$ cat config.mk
export PLATFORM = sky130hd
export DESIGN_NAME = keyed_random_fragment_splitter_unit
export DESIGN_NICKNAME = d
export VERILOG_FILES = /design/src/hw/rtl/krfs_pkg.sv /design/src/hw/rtl/krfs_div.sv /design/src/hw/rtl/keyed_random_fragment_splitter_unit.sv
export SDC_FILE = /design/constraint.sdc
export NUM_CORES = 2
export LEC_CHECK = 0
export ABC_CLOCK_PERIOD_IN_PS = 15600
export BUFFER_PORTS_ARGS = -buffer_cell sky130_fd_sc_hd__buf_2
export CORE_MARGIN = 2
export CORE_UTILIZATION = 50
export DETAILED_ROUTE_END_ITERATION = 6
export GPL_ROUTABILITY_DRIVEN = 0
export PLACE_DENSITY = 0.67
export SYNTH_ARGS = -nofsm -noshare
export SYNTH_HDL_FRONTEND = slang
export SYNTH_HIERARCHICAL = 1
export SYNTH_SLANG_ARGS = --single-unit
$ cat constraint.sdc
create_clock -name clk_i -period 15.6 [get_ports clk_i]
set_input_delay 3.9 -clock clk_i [delete_from_list [all_inputs] [get_ports clk_i]]
set_output_delay 3.9 -clock clk_i [all_outputs]
set_load 0.02 [all_outputs]
$ cat src/hw/rtl/krfs_pkg.sv
// Shared types, constants and codes of the keyed random fragment splitter.
package krfs_pkg;

  localparam int unsigned FragW            = 32;
  localparam int unsigned OffW             = 64;
  localparam int unsigned DivRemW          = FragW + 1;
  localparam int unsigned CfgIdxW          = 3;
  localparam int unsigned CfgDataW         = 64;
  localparam int unsigned DrawsPerChunk    = 4;
  localparam int unsigned MaxChunksDefault = 8192;

  localparam logic [CfgIdxW-1:0] CfgFragMin    = 3'd0;
  localparam logic [CfgIdxW-1:0] CfgFragAvg    = 3'd1;
  localparam logic [CfgIdxW-1:0] CfgFragMax    = 3'd2;
  localparam logic [CfgIdxW-1:0] CfgFragAlign  = 3'd3;
  localparam logic [CfgIdxW-1:0] CfgStreamSize = 3'd4;

  typedef enum logic [1:0] {
    StFragment   = 2'd0,
    StBadProfile = 2'd1,
    StBudget     = 2'd2,
    StIdle       = 2'd3
  } krfs_status_e;

  typedef enum logic [3:0] {
    SIdle,
    SProfIssue,
    SProfWait,
    SDecide,
    SBudget,
    SBudCheck,
    SDrawIssue,
    SDrawWait,
    SMul,
    SCut,
    SEmit
  } krfs_state_e;

  typedef struct packed {
    logic [FragW-1:0] draw_value;
    logic             begin_split;
  } krfs_in_t;

  typedef struct packed {
    logic [OffW-1:0]  fragment_offset;
    logic [FragW-1:0] fragment_length;
    logic             is_last;
    krfs_status_e     status;
  } krfs_out_t;

  typedef struct packed {
    logic               start;
    logic [FragW-1:0]   dividend;
    logic [DivRemW-1:0] divisor;
  } krfs_div_req_t;

  typedef struct packed {
    logic               busy;
    logic               done;
    logic [FragW-1:0]   quot;
    logic [DivRemW-1:0] rem;
  } krfs_div_rsp_t;

endpackage

$ cat src/hw/rtl/krfs_div.sv
// Radix-2 restoring divider, one quotient bit per cycle.
module krfs_div import krfs_pkg::*; (
  input  logic          clk_i,
  input  logic          rst_ni,
  input  krfs_div_req_t req_i,
  output krfs_div_rsp_t rsp_o
);

  localparam int unsigned CntW = $clog2(FragW);

  logic                busy_q, busy_d;
  logic                done_q, done_d;
  logic [CntW-1:0]     cnt_q, cnt_d;
  logic [FragW-1:0]    quo_q, quo_d;
  logic [DivRemW-1:0]  rem_q, rem_d;
  logic [DivRemW-1:0]  dvs_q, dvs_d;
  logic [DivRemW:0]    trial;
  logic [DivRemW+1:0]  diff;
  logic                ge;

  assign trial = {rem_q, quo_q[FragW-1]};
  assign diff  = {1'b0, trial} - {2'b00, dvs_q};
  assign ge    = ~diff[DivRemW+1];

  always_comb begin
    busy_d = busy_q;
    done_d = 1'b0;
    cnt_d  = cnt_q;
    quo_d  = quo_q;
    rem_d  = rem_q;
    dvs_d  = dvs_q;
    if (req_i.start && !busy_q) begin
      busy_d = 1'b1;
      cnt_d  = '0;
      quo_d  = req_i.dividend;
      rem_d  = '0;
      dvs_d  = req_i.divisor;
    end else if (busy_q) begin
      rem_d = ge ? diff[DivRemW-1:0] : trial[DivRemW-1:0];
      quo_d = {quo_q[FragW-2:0], ge};
      cnt_d = cnt_q + 1'b1;
      if (cnt_q == CntW'(FragW - 1)) begin
        busy_d = 1'b0;
        done_d = 1'b1;
      end
    end
  end

  always_ff @(posedge clk_i or negedge rst_ni) begin
    if (!rst_ni) begin
      busy_q <= 1'b0;
      done_q <= 1'b0;
      cnt_q  <= '0;
    end else begin
      busy_q <= busy_d;
      done_q <= done_d;
      cnt_q  <= cnt_d;
    end
  end

  always_ff @(posedge clk_i) begin
    quo_q <= quo_d;
    rem_q <= rem_d;
    dvs_q <= dvs_d;
  end

  assign rsp_o.busy = busy_q;
  assign rsp_o.done = done_q;
  assign rsp_o.quot = quo_q;
  assign rsp_o.rem  = rem_q;

endmodule

$ cat src/hw/rtl/keyed_random_fragment_splitter_unit.sv
// Top level of the keyed random fragment splitter.
// One random draw in, one result out. A draw that continues a split is reduced modulo the unit
// range by the shared divider, then multiplied and cut; a draw that begins a split first passes
// the budget multiply and compare. The profile quotients and remainders are kept between draws;
// the first draw after a write to frag_min, frag_avg, frag_max or frag_align reruns three
// divisions on the same divider, unless frag_align is zero. The input is not ready while a draw
// is at work; a finished result waits in the output register while the next draw is transferred.
module keyed_random_fragment_splitter_unit import krfs_pkg::*; #(
  parameter int unsigned MAX_CHUNKS = MaxChunksDefault
) (
  input  logic                clk_i,
  input  logic                rst_ni,
  input  logic                in_valid_i,
  output logic                in_ready_o,
  input  krfs_in_t            in_data_i,
  output logic                out_valid_o,
  input  logic                out_ready_i,
  output krfs_out_t           out_data_o,
  input  logic                cfg_we_i,
  input  logic [CfgIdxW-1:0]  cfg_idx_i,
  input  logic [CfgDataW-1:0] cfg_wdata_i
);

  localparam int unsigned DrawBudget = MAX_CHUNKS * DrawsPerChunk;
  localparam int unsigned BudLimit   = DrawBudget - 1;
  localparam int unsigned BudW       = $clog2(DrawBudget);
  localparam int unsigned ProdW      = FragW + BudW;

  krfs_state_e state_q, state_d;

  logic [FragW-1:0] frag_min_q, frag_avg_q, frag_max_q, frag_align_q;
  logic [OffW-1:0]  stream_size_q;

  logic [OffW-1:0]  offset_q, offset_d;
  logic             active_q, active_d;
  logic             cache_ok_q, cache_ok_d;
  logic             prof_ok_q, prof_ok_d;
  logic [FragW-1:0] umin_q, umin_d;
  logic [FragW-1:0] umax_q, umax_d;
  logic [1:0]       rz_q, rz_d;
  logic [1:0]       phase_q, phase_d;
  logic [FragW-1:0] draw_q;
  logic             begin_q;
  logic [ProdW-1:0] prod_q, prod_d;
  logic [FragW-1:0] rmod_q, rmod_d;
  logic [FragW-1:0] mul_q, mul_d;
  krfs_out_t        res_q, res_d;
  krfs_out_t        out_q;
  logic             out_valid_q;

  krfs_div_req_t    div_req;
  krfs_div_rsp_t    div_rsp;

  logic             accept;
  logic             cfg_prof_wr;
  logic             rem_zero;
  logic [DivRemW-1:0] range;
  logic [OffW-1:0]  left;
  logic [OffW-1:0]  wanted;
  logic             cut_short;
  logic [OffW-1:0]  cut_len;

  assign accept      = in_valid_i && in_ready_o;
  assign cfg_prof_wr = cfg_we_i && (cfg_idx_i == CfgFragMin || cfg_idx_i == CfgFragAvg ||
                                    cfg_idx_i == CfgFragMax || cfg_idx_i == CfgFragAlign);
  assign rem_zero    = (div_rsp.rem == '0);
  assign range       = {1'b0, umax_q} - {1'b0, umin_q} + DivRemW'(1);
  assign left        = stream_size_q - offset_q;
  assign wanted      = {{(OffW-FragW){1'b0}}, frag_min_q + mul_q};
  assign cut_short   = (wanted < left);
  assign cut_len     = cut_short ? wanted : left;

  krfs_div u_div (
    .clk_i  (clk_i),
    .rst_ni (rst_ni),
    .req_i  (div_req),
    .rsp_o  (div_rsp)
  );

  always_comb begin
    state_d = state_q;
    unique case (state_q)
      SIdle:      if (accept) state_d = cache_ok_q ? SDecide : SProfIssue;
      SProfIssue: state_d = (frag_align_q == '0) ? SDecide : SProfWait;
      SProfWait: begin
        if (div_rsp.done) state_d = (phase_q == 2'd2) ? SDecide : SProfIssue;
      end
      SDecide: begin
        if (begin_q) begin
          state_d = prof_ok_q ? SBudget : SEmit;
        end else if (!active_q || !prof_ok_q || offset_q >= stream_size_q) begin
          state_d = SEmit;
        end else begin
          state_d = SDrawIssue;
        end
      end
      SBudget:    state_d = SBudCheck;
      SBudCheck: begin
        if (stream_size_q > OffW'(prod_q) || stream_size_q == '0) state_d = SEmit;
        else state_d = SDrawIssue;
      end
      SDrawIssue: state_d = SDrawWait;
      SDrawWait:  if (div_rsp.done) state_d = SMul;
      SMul:       state_d = SCut;
      SCut:       state_d = SEmit;
      SEmit:      if (!out_valid_q || out_ready_i) state_d = SIdle;
      default:    state_d = SIdle;
    endcase
  end

  always_comb begin
    offset_d         = offset_q;
    active_d         = active_q;
    cache_ok_d       = cache_ok_q;
    prof_ok_d        = prof_ok_q;
    umin_d           = umin_q;
    umax_d           = umax_q;
    rz_d             = rz_q;
    phase_d          = phase_q;
    prod_d           = prod_q;
    rmod_d           = rmod_q;
    mul_d            = mul_q;
    res_d            = res_q;
    div_req.start    = 1'b0;
    div_req.dividend = draw_q;
    div_req.divisor  = range;
    in_ready_o       = (state_q == SIdle);
    unique case (state_q)
      SIdle: begin
        phase_d = 2'd0;
      end
      SProfIssue: begin
        if (frag_align_q == '0) begin
          prof_ok_d  = 1'b0;
          cache_ok_d = 1'b1;
        end else begin
          div_req.start   = 1'b1;
          div_req.divisor = {1'b0, frag_align_q};
          case (phase_q)
            2'd0:    div_req.dividend = frag_min_q;
            2'd1:    div_req.dividend = frag_avg_q;
            default: div_req.dividend = frag_max_q;
          endcase
        end
      end
      SProfWait: begin
        if (div_rsp.done) begin
          phase_d = phase_q + 2'd1;
          case (phase_q)
            2'd0: begin
              umin_d  = div_rsp.quot;
              rz_d[0] = rem_zero;
            end
            2'd1: rz_d[1] = rem_zero;
            default: begin
              umax_d     = div_rsp.quot;
              cache_ok_d = 1'b1;
              prof_ok_d  = (frag_min_q != '0) && (frag_min_q <= frag_avg_q) &&
                           (frag_avg_q <= frag_max_q) && rz_q[0] && rz_q[1] && rem_zero;
            end
          endcase
        end
      end
      SDecide: begin
        res_d = '{fragment_offset: '0, fragment_length: '0, is_last: 1'b0,
                  status: StIdle};
        if (begin_q) begin
          offset_d = '0;
          active_d = 1'b0;
          if (!prof_ok_q) res_d.status = StBadProfile;
        end else if (!active_q) begin
          res_d.status = StIdle;
        end else if (!prof_ok_q) begin
          active_d     = 1'b0;
          res_d.status = StBadProfile;
        end else if (offset_q >= stream_size_q) begin
          active_d     = 1'b0;
          res_d.status = StIdle;
        end
      end
      SBudget: begin
        prod_d = {{BudW{1'b0}}, frag_min_q} * ProdW'(BudLimit);
      end
      SBudCheck: begin
        if (stream_size_q > OffW'(prod_q)) begin
          res_d.status = StBudget;
        end else if (stream_size_q == '0) begin
          res_d.status  = StFragment;
          res_d.is_last = 1'b1;
        end
      end
      SDrawIssue: begin
        div_req.start = 1'b1;
      end
      SDrawWait: begin
        if (div_rsp.done) rmod_d = div_rsp.rem[FragW-1:0];
      end
      SMul: begin
        mul_d = FragW'(rmod_q * frag_align_q);
      end
      SCut: begin
        res_d.fragment_offset = offset_q;
        res_d.fragment_length = cut_len[FragW-1:0];
        res_d.is_last         = !cut_short;
        res_d.status          = StFragment;
        offset_d              = offset_q + cut_len;
        active_d              = cut_short;
      end
      SEmit: begin
      end
      default: begin
      end
    endcase
    if (cfg_prof_wr) cache_ok_d = 1'b0;
  end

  always_ff @(posedge clk_i or negedge rst_ni) begin
    if (!rst_ni) begin
      state_q       <= SIdle;
      frag_min_q    <= '0;
      frag_avg_q    <= '0;
      frag_max_q    <= '0;
      frag_align_q  <= '0;
      stream_size_q <= '0;
      offset_q      <= '0;
      active_q      <= 1'b0;
      cache_ok_q    <= 1'b0;
      prof_ok_q     <= 1'b0;
      phase_q       <= 2'd0;
      out_valid_q   <= 1'b0;
    end else begin
      state_q    <= state_d;
      offset_q   <= offset_d;
      active_q   <= active_d;
      cache_ok_q <= cache_ok_d;
      prof_ok_q  <= prof_ok_d;
      phase_q    <= phase_d;
      if (cfg_we_i) begin
        unique case (cfg_idx_i)
          CfgFragMin:    frag_min_q    <= cfg_wdata_i[FragW-1:0];
          CfgFragAvg:    frag_avg_q    <= cfg_wdata_i[FragW-1:0];
          CfgFragMax:    frag_max_q    <= cfg_wdata_i[FragW-1:0];
          CfgFragAlign:  frag_align_q  <= cfg_wdata_i[FragW-1:0];
          CfgStreamSize: stream_size_q <= cfg_wdata_i;
          default: begin
          end
        endcase
      end
      if (state_q == SEmit && (!out_valid_q || out_ready_i)) begin
        out_valid_q <= 1'b1;
      end else if (out_ready_i) begin
        out_valid_q <= 1'b0;
      end
    end
  end

  always_ff @(posedge clk_i) begin
    umin_q <= umin_d;
    umax_q <= umax_d;
    rz_q   <= rz_d;
    prod_q <= prod_d;
    rmod_q <= rmod_d;
    mul_q  <= mul_d;
    res_q  <= res_d;
    if (accept) begin
      draw_q  <= in_data_i.draw_value;
      begin_q <= in_data_i.begin_split;
    end
    if (state_q == SEmit && (!out_valid_q || out_ready_i)) out_q <= res_q;
  end

  assign out_valid_o = out_valid_q;
  assign out_data_o  = out_q;

  a_accept_busy: assert property (@(posedge clk_i) disable iff (!rst_ni)
    accept |=> !in_ready_o)
    else $error("input ready right after a transfer");

  a_div_start_idle: assert property (@(posedge clk_i) disable iff (!rst_ni)
    div_req.start |-> !div_rsp.busy)
    else $error("divider started while busy");

  a_status_zero: assert property (@(posedge clk_i) disable iff (!rst_ni)
    (out_valid_o && out_data_o.status != StFragment) |->
      (out_data_o.fragment_offset == '0 && out_data_o.fragment_length == '0 &&
       !out_data_o.is_last))
    else $error("non-fragment status with nonzero payload");

  a_units_ordered: assert property (@(posedge clk_i) disable iff (!rst_ni)
    (state_q == SDrawIssue) |-> (cache_ok_q && prof_ok_q && umin_q <= umax_q))
    else $error("draw reduction started without a valid profile");

endmodule

==> impl_metrics.py <==
metrics = {
    "run_status": {
        "status": "complete, but fails checks",
        "failed_checks": "DRC",
    },
    "grt": {
        "grt_usage_pct": 30.83,
        "gr-total-overflow": 0,
        "grt_pass1_vias": 54210,
        "grt_max_degree": 149,
        "antenna_found_initial": 11,
        "grt_pass1_wl_um": 331600,
    },
    "critical_path": {
        "cp.required_ps": 16130,
        "path_max_fanout": 39,
        "crit_type": "reg -> reg",
        "worst_path_max_delay_cell": "a211oi_1",
        "cp-end-kind": "flop",
        "startpoint_type": "flop",
        "cp_data_arrival_time_ps": 11950,
        "cp_slowest_stage_delay_ps": 1020,
        "path_buf_inv": 2,
        "crit_family": "compound AO/OA/AOI/OAI gates",
    },
    "floorplan": {
        "die_area_um2": 143900,
        "num_rows": 137,
        "io_pins": 206,
        "initial_core_util_pct": 50.41,
        "die_w_um": 379.3,
        "core_region_area_um2": 139700,
        "die_h_um": 379.3,
    },
    "cells_and_area": {
        "multiInputGateArea_um2": 43690,
        "drive_above_1_share_pct": 8.782,
        "fin_cells": 9214,
        "ff_latch_area_um2": 21700,
        "final_core_util_pct": 54.68,
        "syn_to_final_growth_pct": 8.470,
        "nFillCells": 12380,
        "final_nets": 8668,
    },
    "timing": {
        "post-route-period-util_pct": 73.17,
        "finalHoldViolCount": 0,
        "max_freq_ghz": 0.08761,
        "fin_crit_ps": 11410,
        "slew_headroom_pct": 15.96,
        "tns_ps": 0,
        "rsz0062_at_grt": "false",
        "setup_viol": 0,
        "fin_skew_ps": 22.98,
        "slew_viol_final": 0,
        "hold_ws_ps": 415.2,
        "tightest_slew_ps": 1253,
    },
    "cts": {
        "clkLatencyLatePin_ps": 720,
        "cts_buffers": 87,
        "clkSinkCount": 779,
        "root_buffer": "clkbuf_16",
        "ctsHoldBuffers": 0,
        "post_cts_buffers": 0,
        "ctsResizeCount": 0,
        "tritoncts": "built",
        "h-tree-depth": 3,
        "cts_buffer_depth": 3,
        "clk_pin_slew_ps": 60,
    },
    "worst_hold_path": {
        "hp-class": "reg -> reg",
    },
    "drt": {
        "wl_um": 219800,
        "drc": 8,
        "final_antenna_net_count": 0,
        "detail_route.wl_per_cell_um": 23.86,
        "drt_first_pass_iters": 7,
        "wl_met3_um": 21010,
        "drt_iter0_drc": 5546,
        "dr_total_vias": 54370,
        "wl_met1_um": 87660,
        "top_layer": "met5",
        "vias_per_cell": 5.900,
        "wl_met2_um": 96000,
    },
    "place": {
        "hpwl_um": 172300,
        "io_buffers": 205,
        "numPlacedInstances": 9045,
    },
    "logic_synthesis": {
        "syn_area_um2": 70420,
        "synth_area_per_cell_um2": 9.871,
        "syn_inst": 7134,
        "synth_warnings": 6,
    },
    "flow_run": {
        "max_cap_viol_count": 0,
    },
}
## layout by cell type, fill, tap and decap left out, types with 45 or more instances in the layout
cell	count
a21oi_1	384
nor2_1	268
fa_1	652
a21o_1	157
and2_1	148
buf_4	74
nand4_1	92
o22ai_1	95
nand3_1	91
dfrtp_1	270
edfxtp_1	473
xor2_1	112
nand2_1	866
nor2b_1	56
o21ai_0	318
nand2b_1	45
clkbuf_16	91
ha_1	653
o21a_1	65
mux2_2	100
a31oi_1	45
buf_2	204
nor3_1	65
inv_1	1075
xnor2_1	192
## worst paths after layout
kind,from,end,slack (ps),cells after the start
max in group asynchronous,rst_ni,frag_align_q[2],10270,3
setup reg to reg,frag_min_q[0],offset_q[57],4190,38
min in group asynchronous,rst_ni,stream_size_q[44],3170,1
setup / recovery,frag_min_q[0],offset_q[57],4190,38
hold reg to reg,res_q[61],out_data_o[61],420,0
hold / removal,res_q[61],out_data_o[61],420,0
## metal layers
layer	vias up	track usage, %
met1	26750	40.53
met5	-	0
met2	2717	47.20
li1	24290	-
met3	600	6.346
met4	8	18.15
## worst register-to-register path, delay by kind of cell (launching register included)
family | cells | cell delay [ps]
AOI/OAI and AO/OA | 20 | 5640
buffers and inverters | 2 | 260
and+or+nand+nor | 9 | 2600
xor gates and xnor gates | 2 | 380
adders and majority gates | 4 | 1380
DFF | 1 | 590
muxes | 1 | 400
## state kept, by name, indices dropped and copies added, names as in the netlist, 33 cells and up
| name | count |
|---|---|
| offset_q | 64 |
| out_data_o | 99 |
| prod_q | 47 |
| res_q | 99 |
| stream_size_q | 64 |
| u_div/dvs_q | 33 |
| u_div/rem_q | 33 |
## metrics by stage
stage	setup WS (ps)	cell area, um2
after global placement	4736	73390
final	4186	76390
after floorplan	7089	70530
after detailed placement	4504	73390
after CTS	4394	76370
after global routing	3686	76380
## cell type report
cell class / instances / area share [%]
multi-input combinational: 5034 / 57.20
clock inverter: 49 / 0.7174
sequential: 779 / 28.41
timing repair buffer: 280 / 2.110
antenna: 5 / 0.01638
inverter: 1076 / 5.287
tap: 1876 / 3.073
clock buffer: 115 / 3.191
Power is not shown: default switching activity piles up to over one toggle a cycle in this logic, so the estimate is an artifact.
